==> src/mst_pkg.sv <==
`default_nettype none
// ----------------------------------------------------------------------------
// mst_pkg: shared types and codes for the min-tracking stack
// Request and response beats, the stored entry layout and the status codes.
// ----------------------------------------------------------------------------
package mst_pkg;

   localparam int unsigned DataWidth  = 32;
   localparam int unsigned CountWidth = 7;

   localparam logic OP_PUSH = 1'b0;
   localparam logic OP_POP  = 1'b1;

   localparam logic [1:0] ST_OK        = 2'd0;
   localparam logic [1:0] ST_OVERFLOW  = 2'd1;
   localparam logic [1:0] ST_UNDERFLOW = 2'd2;

   typedef struct packed {
      logic                        req_type;
      logic signed [DataWidth-1:0] push_value;
   } mst_req_type;

   typedef struct packed {
      logic signed [DataWidth-1:0] top_value;
      logic signed [DataWidth-1:0] min_value;
      logic [CountWidth-1:0]       entry_count;
      logic                        is_empty;
      logic [1:0]                  status;
   } mst_rsp_type;

   // one stack slot: the pushed value and the minimum up to and including it
   typedef struct packed {
      logic signed [DataWidth-1:0] value;
      logic signed [DataWidth-1:0] run_min;
   } mst_entry_type;

endpackage : mst_pkg
`default_nettype wire

==> src/min_tracking_stack_top.sv <==
`default_nettype none
// ----------------------------------------------------------------------------
// min_tracking_stack_top: bounded signed stack with running minimum
// Push or pop one word per request beat; every beat returns one response beat
// with the new top, the minimum of all held values, the count and a status.
//
// Channels: req_* carries {req_type, push_value}; rsp_* carries the result.
//   A beat moves when valid is high and stall is low.
// Response: push, overflow push, underflow pop and a pop that empties the
//   stack answer in the cycle after acceptance. A pop that leaves entries
//   answers later: the new top comes from the slot memory, whose read data
//   is registered, in state S_FILL, and then the response is registered.
// Flow: one push per cycle unless rsp stalls; req_stall holds requests in S_FILL.
// The top slot is held in registers, so pushes never read the memory.
// Reset: the stack is empty and no response is pending; memory contents are
//   not cleared since only slots below the count are ever read.
// Rsp stall: the response holds in its register; req_stall rises until the
//   response beat is taken (a new request is accepted in that same cycle).
// ----------------------------------------------------------------------------
module min_tracking_stack_top
   import mst_pkg::*;
#(
   parameter int unsigned STACK_DEPTH = 64
) (
   input  wire logic        clock,
   input  wire logic        reset,
   input  wire logic        req_valid,
   output      logic        req_stall,
   input  wire mst_req_type req_data,
   output      logic        rsp_valid,
   input  wire logic        rsp_stall,
   output      mst_rsp_type rsp_data
);

   localparam int unsigned AW = $clog2(STACK_DEPTH);
   localparam int unsigned CW = $clog2(STACK_DEPTH + 1);

   typedef enum logic {
      S_IDLE,
      S_FILL
   } state_type;

   state_type     state_ff, state_in;
   logic [CW-1:0] depth_ff, depth_in;
   mst_entry_type top_ff, top_in;
   logic          rsp_valid_ff, rsp_valid_in;
   mst_rsp_type   rsp_ff, rsp_in;

   logic          accept;
   logic          full;
   logic          empty;
   logic          wr_en;
   logic [AW-1:0] wr_addr;
   mst_entry_type wr_data;
   logic          rd_en;
   logic [AW-1:0] rd_addr;
   mst_entry_type rd_data;
   logic signed [DataWidth-1:0] new_min;

   function automatic mst_rsp_type make_rsp(input mst_entry_type top,
                                            input logic [CW-1:0] count,
                                            input logic [1:0]    status);
      mst_rsp_type r;
      r.top_value   = top.value;
      r.min_value   = top.run_min;
      r.entry_count = CountWidth'(count);
      r.is_empty    = (count == '0);
      r.status      = status;
      return r;
   endfunction

   mst_store #(
      .Depth     (STACK_DEPTH),
      .AddrWidth (AW)
   ) u_store (
      .clock   (clock),
      .wr_en   (wr_en),
      .wr_addr (wr_addr),
      .wr_data (wr_data),
      .rd_en   (rd_en),
      .rd_addr (rd_addr),
      .rd_data (rd_data)
   );

   assign req_stall = (state_ff != S_IDLE) || (rsp_valid_ff && rsp_stall);
   assign accept    = req_valid && !req_stall;
   assign full      = (depth_ff == CW'(STACK_DEPTH));
   assign empty     = (depth_ff == '0);

   // new slot minimum: the value itself on an empty stack, else the smaller
   assign new_min = (empty || (req_data.push_value < top_ff.run_min)) ?
                    req_data.push_value : top_ff.run_min;

   always_comb begin
      state_in     = state_ff;
      depth_in     = depth_ff;
      top_in       = top_ff;
      rsp_in       = rsp_ff;
      rsp_valid_in = rsp_valid_ff && rsp_stall;
      wr_en        = 1'b0;
      wr_addr      = AW'(depth_ff);
      wr_data      = '{value: req_data.push_value, run_min: new_min};
      rd_en        = 1'b0;
      rd_addr      = AW'(depth_ff - CW'(2));

      case (state_ff)
         S_IDLE: begin
            if (accept) begin
               case (req_data.req_type)
                  OP_PUSH: begin
                     rsp_valid_in = 1'b1;
                     if (full) begin
                        rsp_in = make_rsp(top_ff, depth_ff, ST_OVERFLOW);
                     end else begin
                        wr_en    = 1'b1;
                        top_in   = wr_data;
                        depth_in = depth_ff + CW'(1);
                        rsp_in   = make_rsp(wr_data, depth_ff + CW'(1), ST_OK);
                     end
                  end
                  OP_POP: begin
                     if (empty) begin
                        rsp_valid_in = 1'b1;
                        rsp_in       = make_rsp('0, '0, ST_UNDERFLOW);
                     end else if (depth_ff == CW'(1)) begin
                        rsp_valid_in = 1'b1;
                        depth_in     = '0;
                        top_in       = '0;
                        rsp_in       = make_rsp('0, '0, ST_OK);
                     end else begin
                        // fetch the slot below the top; it becomes the new top in S_FILL
                        rd_en    = 1'b1;
                        depth_in = depth_ff - CW'(1);
                        state_in = S_FILL;
                     end
                  end
                  default: begin
                     rsp_valid_in = rsp_valid_ff && rsp_stall;
                  end
               endcase
            end
         end
         S_FILL: begin
            top_in       = rd_data;
            rsp_valid_in = 1'b1;
            rsp_in       = make_rsp(rd_data, depth_ff, ST_OK);
            state_in     = S_IDLE;
         end
         default: begin
            state_in = S_IDLE;
         end
      endcase
   end

   always_ff @(posedge clock) begin
      if (reset) begin
         state_ff     <= S_IDLE;
         depth_ff     <= '0;
         rsp_valid_ff <= 1'b0;
      end else begin
         state_ff     <= state_in;
         depth_ff     <= depth_in;
         rsp_valid_ff <= rsp_valid_in;
      end
      top_ff <= top_in;
      rsp_ff <= rsp_in;
   end

   assign rsp_valid = rsp_valid_ff;
   assign rsp_data  = rsp_ff;

endmodule : min_tracking_stack_top
`default_nettype wire

==> src/mst_store.sv <==
`default_nettype none
// ----------------------------------------------------------------------------
// mst_store: stack slot memory
// Single write port, single read port, read data registered.
// ----------------------------------------------------------------------------
module mst_store
   import mst_pkg::*;
#(
   parameter int unsigned Depth     = 64,
   parameter int unsigned AddrWidth = 6
) (
   input  wire logic                 clock,
   input  wire logic                 wr_en,
   input  wire logic [AddrWidth-1:0] wr_addr,
   input  wire mst_entry_type        wr_data,
   input  wire logic                 rd_en,
   input  wire logic [AddrWidth-1:0] rd_addr,
   output      mst_entry_type        rd_data
);

   mst_entry_type mem [Depth];
   mst_entry_type rd_data_ff;

   always_ff @(posedge clock) begin
      if (wr_en) begin
         mem[wr_addr] <= wr_data;
      end
      if (rd_en) begin
         rd_data_ff <= mem[rd_addr];
      end
   end

   assign rd_data = rd_data_ff;

endmodule : mst_store
`default_nettype wire

==> config.mk <==
export PLATFORM = sky130hd
export DESIGN_NAME = min_tracking_stack_top
export DESIGN_NICKNAME = d
export VERILOG_FILES = /design/src/mst_pkg.sv /design/src/min_tracking_stack_top.sv /design/src/mst_store.sv
export SDC_FILE = /design/constraint.sdc
export NUM_CORES = 2
export LEC_CHECK = 0
export BUFFER_PORTS_ARGS = -buffer_cell sky130_fd_sc_hd__buf_2
export CAP_MARGIN = 20
export CORE_MARGIN = 4
export CORE_UTILIZATION = 55
export CTS_BUF_LIST = sky130_fd_sc_hd__clkbuf_2
export DETAILED_ROUTE_END_ITERATION = 12
export PLACE_DENSITY = 0.71
export SKIP_CTS_REPAIR_TIMING = 1
export SLEW_MARGIN = 20
export SYNTH_ARGS = -nofsm -noshare
export SYNTH_HDL_FRONTEND = slang
export SYNTH_SLANG_ARGS = --single-unit
==> constraint.sdc <==
create_clock -name clock -period 7.1 [get_ports clock]
set_input_delay 0.355 -clock clock [delete_from_list [all_inputs] [get_ports clock]]
set_output_delay 0.355 -clock clock [all_outputs]
set_load 0.02 [all_outputs]
== Word-level counts from Yosys, hierarchy flattened ==
Memories as Yosys holds them, arrays and structs flattened. A register that Yosys moved wholly into a read port is not among the register bits.
Cells that the tools add are included.
Word-level totals
  register bits after elaboration: 147
  memory bits (writable): 4096
  input port bits: 37
  output and inout port bits: 76
  memories kept: 1
Cells by class
  add/sub/neg operators: 3
  order comparisons: 1
  eq/ne operators: 9
  multiplexer cells: 34
  bitwise operators: 2
  reduce and logical (&&, ||, !) cells: 10
Memory list
  u_store.mem: depth 64, bits a word 64, read ports 1, clocked after memory_dff 1, wr ports 1, RTL line mst_store.sv:21  | mst_entry_type mem [Depth];
Operator list (number)
  $mux W74: 4
  $pmux W74 S2: 2
  $mux W64: 4
  $pmux W64 S2: 2
  $lt A32 B32 Y1: 1
  $mux W32: 1
  $mux W7: 3
  $logic_not A7 Y1: 2
  $mux W1: 14
  $pmux W7 S2: 1
  $ne A3 B3 Y1 const B: 3
  $reduce_and A4 Y1: 2
  $add A7 B1 Y7 const B: 1
  $eq A7 B1 Y1 const B: 1
  $eq A7 B7 Y1 const B: 1
  $sub A7 B1 Y7 const B: 1
  $ne A2 B2 Y1 const B: 3
  $pmux W1 S2: 3
  $sub A6 B2 Y6 const B: 1
  $ne A4 B4 Y1 const B: 1
  $logic_and A1 B1 Y1: 2
  $logic_or A1 B1 Y1: 2
  $not A1 Y1: 2
  $reduce_and A2 Y1: 1
  $logic_not A1 Y1: 1

== Longest topological paths before layout ==
  depth after elaboration: 8
  gate-level depth with buffers: 16

== Cells and area by module ==
From an unflattened synthesis, not the netlist that was laid out.
Second synthesis, totals
  cell total of the unflattened synthesis: 7510
  area total of the unflattened synthesis: 166019.2 sq um
By module, submodules not included
  mst_store: times used 1, cells each 6598, area an instance 156989.3 sq um, seq. area each 124919.8 sq um
  min_tracking_stack_top: times used 1, cells each 912, area an instance 9029.9 sq um, seq. area each 4324.1 sq um

== Worst setup path after synthesis ==
OpenSTA, ideal clock, no wires.
  kind: register to register
  start point: reg depth_ff[1]
  end point: reg top_ff[0] (netlist name), enable pin
  setup time: 499 ps
  arrival time: 5457 ps
  data required time: 6601 ps
  slack: 1143 ps
  stages on the path, launching flop included: 13
  cells stage by stage: dfxtp_1 > buf_2 > buf_1 > clkbuf_1 > inv_1 > ha_1 > nor3b_1 > and3_1 > clkbuf_1 > buf_2 > nor2_1 > a31oi_1 > o21bai_1
Between the ends
  cells in the longest elaborated chain, start to end: 3
  elaborated cells between the ends (all ways): 7
  classes of those cells: 5 x eq/ne; 2 x reduce/logical
Ends and longest elaborated chain
  start, declared: RTL line min_tracking_stack_top.sv:44  | logic [CW-1:0] depth_ff, depth_in;
  start signal, assigned: RTL line min_tracking_stack_top.sv:162  | depth_ff <= depth_in;
  $eq A7 B7 Y1 (tied with other cells): RTL line min_tracking_stack_top.sv:87  | assign full = (depth_ff == CW'(STACK_DEPTH));
  $ne A3 B3 Y1 (no line)
  $reduce_and A4 Y1 (no line) (*)
  end signal, assigned: RTL line min_tracking_stack_top.sv:165  | top_ff <= top_in;
  end, declared: RTL line min_tracking_stack_top.sv:45  | mst_entry_type top_ff, top_in;
Every way passes the cells marked *; elsewhere a longest branch is shown, timed or not.
A chain may end at the register's enable or synchronous reset.

== Worst setup path after layout ==
  start point: reg top_ff[10] (netlist name)
  end point: mem u_store.mem[19][23] (netlist name), data pin
Between the ends
  cells in the longest elaborated chain, start to end: 3
Ends and longest elaborated chain
  $lt A32 B32 Y1: RTL line min_tracking_stack_top.sv:91  | assign new_min = (empty || (req_data.push_value < top_ff.run_min)) ?
  $logic_or A1 B1 Y1: RTL line min_tracking_stack_top.sv:91
  $mux W32: RTL line min_tracking_stack_top.sv:91
  net new_min[23]: RTL line min_tracking_stack_top.sv:58  | logic signed [DataWidth-1:0] new_min;
  end, declared: RTL line mst_store.sv:21
The timed path passes the listed nets, and every way through them passes these cells.

==> impl_metrics.json <==
{
  "antenna_found_initial": 47,
  "grt_pass1_vias": 84500,
  "synth_cell_types": 53,
  "rsz0062_at_grt": "no",
  "path_cells": "inv_1 > ha_1 > a21oi_1 > dlygate4sd3_1 > a21oi_1 > dlygate4sd3_1 > a211oi_1 > dlygate4sd3_1 > o21ba_2 > buf_4 > o21a_2 > buf_4 > mux2_2 > buf_4",
  "yosysSeqAreaShare": 0.781,
  "globalRouteMet2Util": 0.450,
  "yosysMostFrequentCell": "edfxtp_1",
  "drive_above_1_share": 0.402,
  "report.final.slew_viol_count": 0,
  "dpl.cell_count": 10700,
  "final.setup_skew_ps": 245,
  "r2r_cells": 14,
  "finalSetupViolCount": 0,
  "port_buffers": 112,
  "grtUsageMet3": 0.0888,
  "peakVddDrop_mv": 0.588,
  "fin_crit_ps": 6560,
  "worst_pin_slew_ps": 1280,
  "synthArstFlopShare": 0,
  "crit_fanout": 50,
  "drcViolationCount": 0,
  "ys_warn_count": 0,
  "startpoint": "top_ff[10]",
  "fin_util": 0.610,
  "finalSetupTns_ps": 0,
  "htree_levels": 7,
  "die_w_um": 557,
  "p_per_area_mw_per_mm2": 312,
  "wire_per_inst_um": 37.0,
  "cap_violations": 0,
  "ys_top_cells_by_count": "4298 x edfxtp_1, 1344 x mux4_2, 230 x clkbuf_1, 195 x nand2_1, 88 x nor2_1",
  "cp.required_ps": 8850,
  "io_pins": 113,
  "busiest_layer": "met2",
  "cts_inserted_buffers": 1123,
  "dieArea_mm2": 0.310,
  "cp-end-kind": "register",
  "finalNonFillerCells": 12600,
  "grtUsageMet1": 0.409,
  "cpPeakStageDelay_ps": 840,
  "whs_ps": 113,
  "drtPass1Iterations": 7,
  "nets": 8032,
  "synth-edff-count": 4298,
  "syn-cell-area_mm2": 0.165,
  "synth_flop_cell": "edfxtp_1",
  "post-dp-hpwl_um": 246000,
  "cts_max_path_buffers": 5,
  "via_count": 85100,
  "grt_pass1_wl_um": 645000,
  "synth_area_leaders": "edfxtp_1 78%, mux4_2 18%, clkbuf_1 0.52%",
  "relSlewSlack": 0.148,
  "critPathLaunchType": "register",
  "die_h_um": 557,
  "vias_per_cell": 6.76,
  "clock_sinks": 4307,
  "clk_pin_slew_ps": 100,
  "critical-path-slowest-cell": "mux2_2",
  "gp_congestion": 0.952,
  "netlist_instances": 6724,
  "grt_max_degree": 126,
  "fin_crit_sh": 0.924,
  "placementRows": 201,
  "worstPathArrival_ps": 8310,
  "finalPower_mw": 57.1,
  "drt-initial-drc-count": 15100,
  "initial_core_util": 0.552,
  "ant_nets": 0,
  "syn-num-nets": 6800,
  "cts_root_buf": "clkbuf_2",
  "synth_top_area_share": 0.780,
  "r2r-start": "top_ff[10]",
  "status": "finished clean",
  "r2r_slack_ps": 540,
  "clock_latency_ps": 2140,
  "synth_area_leader_cell": "edfxtp_1",
  "hold_viol_final": 0,
  "crit_path_end": "u_store.mem[19][23]",
  "drt-total-wl_um": 465000,
  "area_delta_synth_final_pct": 10.6,
  "fmax_mhz": 152,
  "grt_usage": 0.304,
  "synth.avg_cell_area_um2": 24.6,
  "cts_tree": "done",
  "reg2reg_to": "u_store.mem[19][23]",
  "p_leak_nw": 57.7,
  "core-area_mm2": 0.300,
  "grt_overflow": 0,
  "ys_ff_latch": 4307,
  "hp-class": "in2reg",
  "worstSetupPathType": "reg2reg",
  "fill_cells": 20800
}
-- where the power goes --
group | leakage [nW] | switching (mW) | total, mW | internal [mW]
Combinational | 11.9 | 6.50 | 11.3 | 4.81
Sequential | 38.8 | 0.469 | 30.1 | 29.6
Clock | 7.03 | 9.47 | 15.7 | 6.20
Total | 57.7 | 16.4 | 57.1 | 40.6
-- metal layers --
layer	vias to the layer above	routed length [µm]
met4	16	27100
met2	6920	218000
met1	44700	160000
met5	-	141
li1	32300	-
met3	1149	60700
-- registers in the layout, summed over array words and instances (netlist names) --
name / cells
u_store.mem: 4096
rsp_data: 74
top_ff: 64
state_ff: 1
u_store.rd_data: 64
rsp_valid: 1
depth_ff: 7
-- worst max-delay path: cells and delay by family, from the launching register on --
family	cells	cell delay, ps
AOI/OAI and AO/OA	5	1240
adders and majority gates	1	200
buffers and inverters	7	3230
DFF	1	580
muxes	1	840
-- metrics by stage --
stage          setup WS, ps  cell area (µm²)
6_report                542           183000
5_1_grt                 340           183000
4_1_cts                1420           182000
3_5_place_dp           1520           173000
3_3_place_gp           1660           173000
2_1_floorplan          1140           165000
-- cell families (layout without fill, tap and decap cells) --
kind of cell               count (synthesis)  count (layout)  synth area share
and+or+nand+nor                          325             325           0.00802
AOI/OAI and AO/OA                        233             233            0.0101
muxes                                   1409            1409             0.187
adders and majority gates                 39              39           0.00295
DFF                                     4307            4307             0.781
buffers and inverters                    406            2269            0.0105
xor gates and xnor gates                   5               5          0.000310
other                                      0              40                 0
-- worst min path at each step --
stage                                   start             endpoint  slack, ps  cells after the start
after global routing              req_data[6]  u_store.mem[43][38]         10                      4
final                             req_data[6]  u_store.mem[21][38]        110                      4
after CTS                           req_valid            rsp_valid      -1860                      3
after floorplan                   req_data[0]   u_store.mem[0][32]        450                      0
after global placement    u_store.rd_data[33]           top_ff[33]        520                      2
after detailed placement  u_store.rd_data[36]           top_ff[36]        520                      2
-- placed cells by master (no fill, tap or decap), types with 10 or more instances in the layout --
master and n:
o2111ai_1 32, edfxtp_1 4298, nor2_1 22, ha_1 38, buf_4 179, diode_2 40
nor2_4 66, clkinv_1 136, buf_12 76, buf_2 112, o311ai_0 31, mux4_2 1344
clkbuf_2 1573, mux2_2 14, o211ai_1 32, inv_1 36, o21bai_1 33, bufinv_16 10
clkinv_2 11, mux2i_1 33, nand2_1 195, a21oi_1 23, o21ai_0 44, dlygate4sd3_1 108
mux2_4 18, inv_2 18
-- cell type report --
cell class | instances | area [µm²] | share of cell area
Timing Repair Buffer | 477 | 4530 | 0.0247
Clock buffer | 1573 | 7870 | 0.0430
Inverter | 36 | 135 | 0.000738
Clock inverter | 183 | 1000 | 0.00546
Tap cell | 3958 | 4950 | 0.0271
Multi-Input combinational cell | 2011 | 35200 | 0.192
Sequential cell | 4307 | 129000 | 0.706
Antenna cell | 40 | 100 | 0.000547
Note: power is estimated with default switching activity, not from simulation.
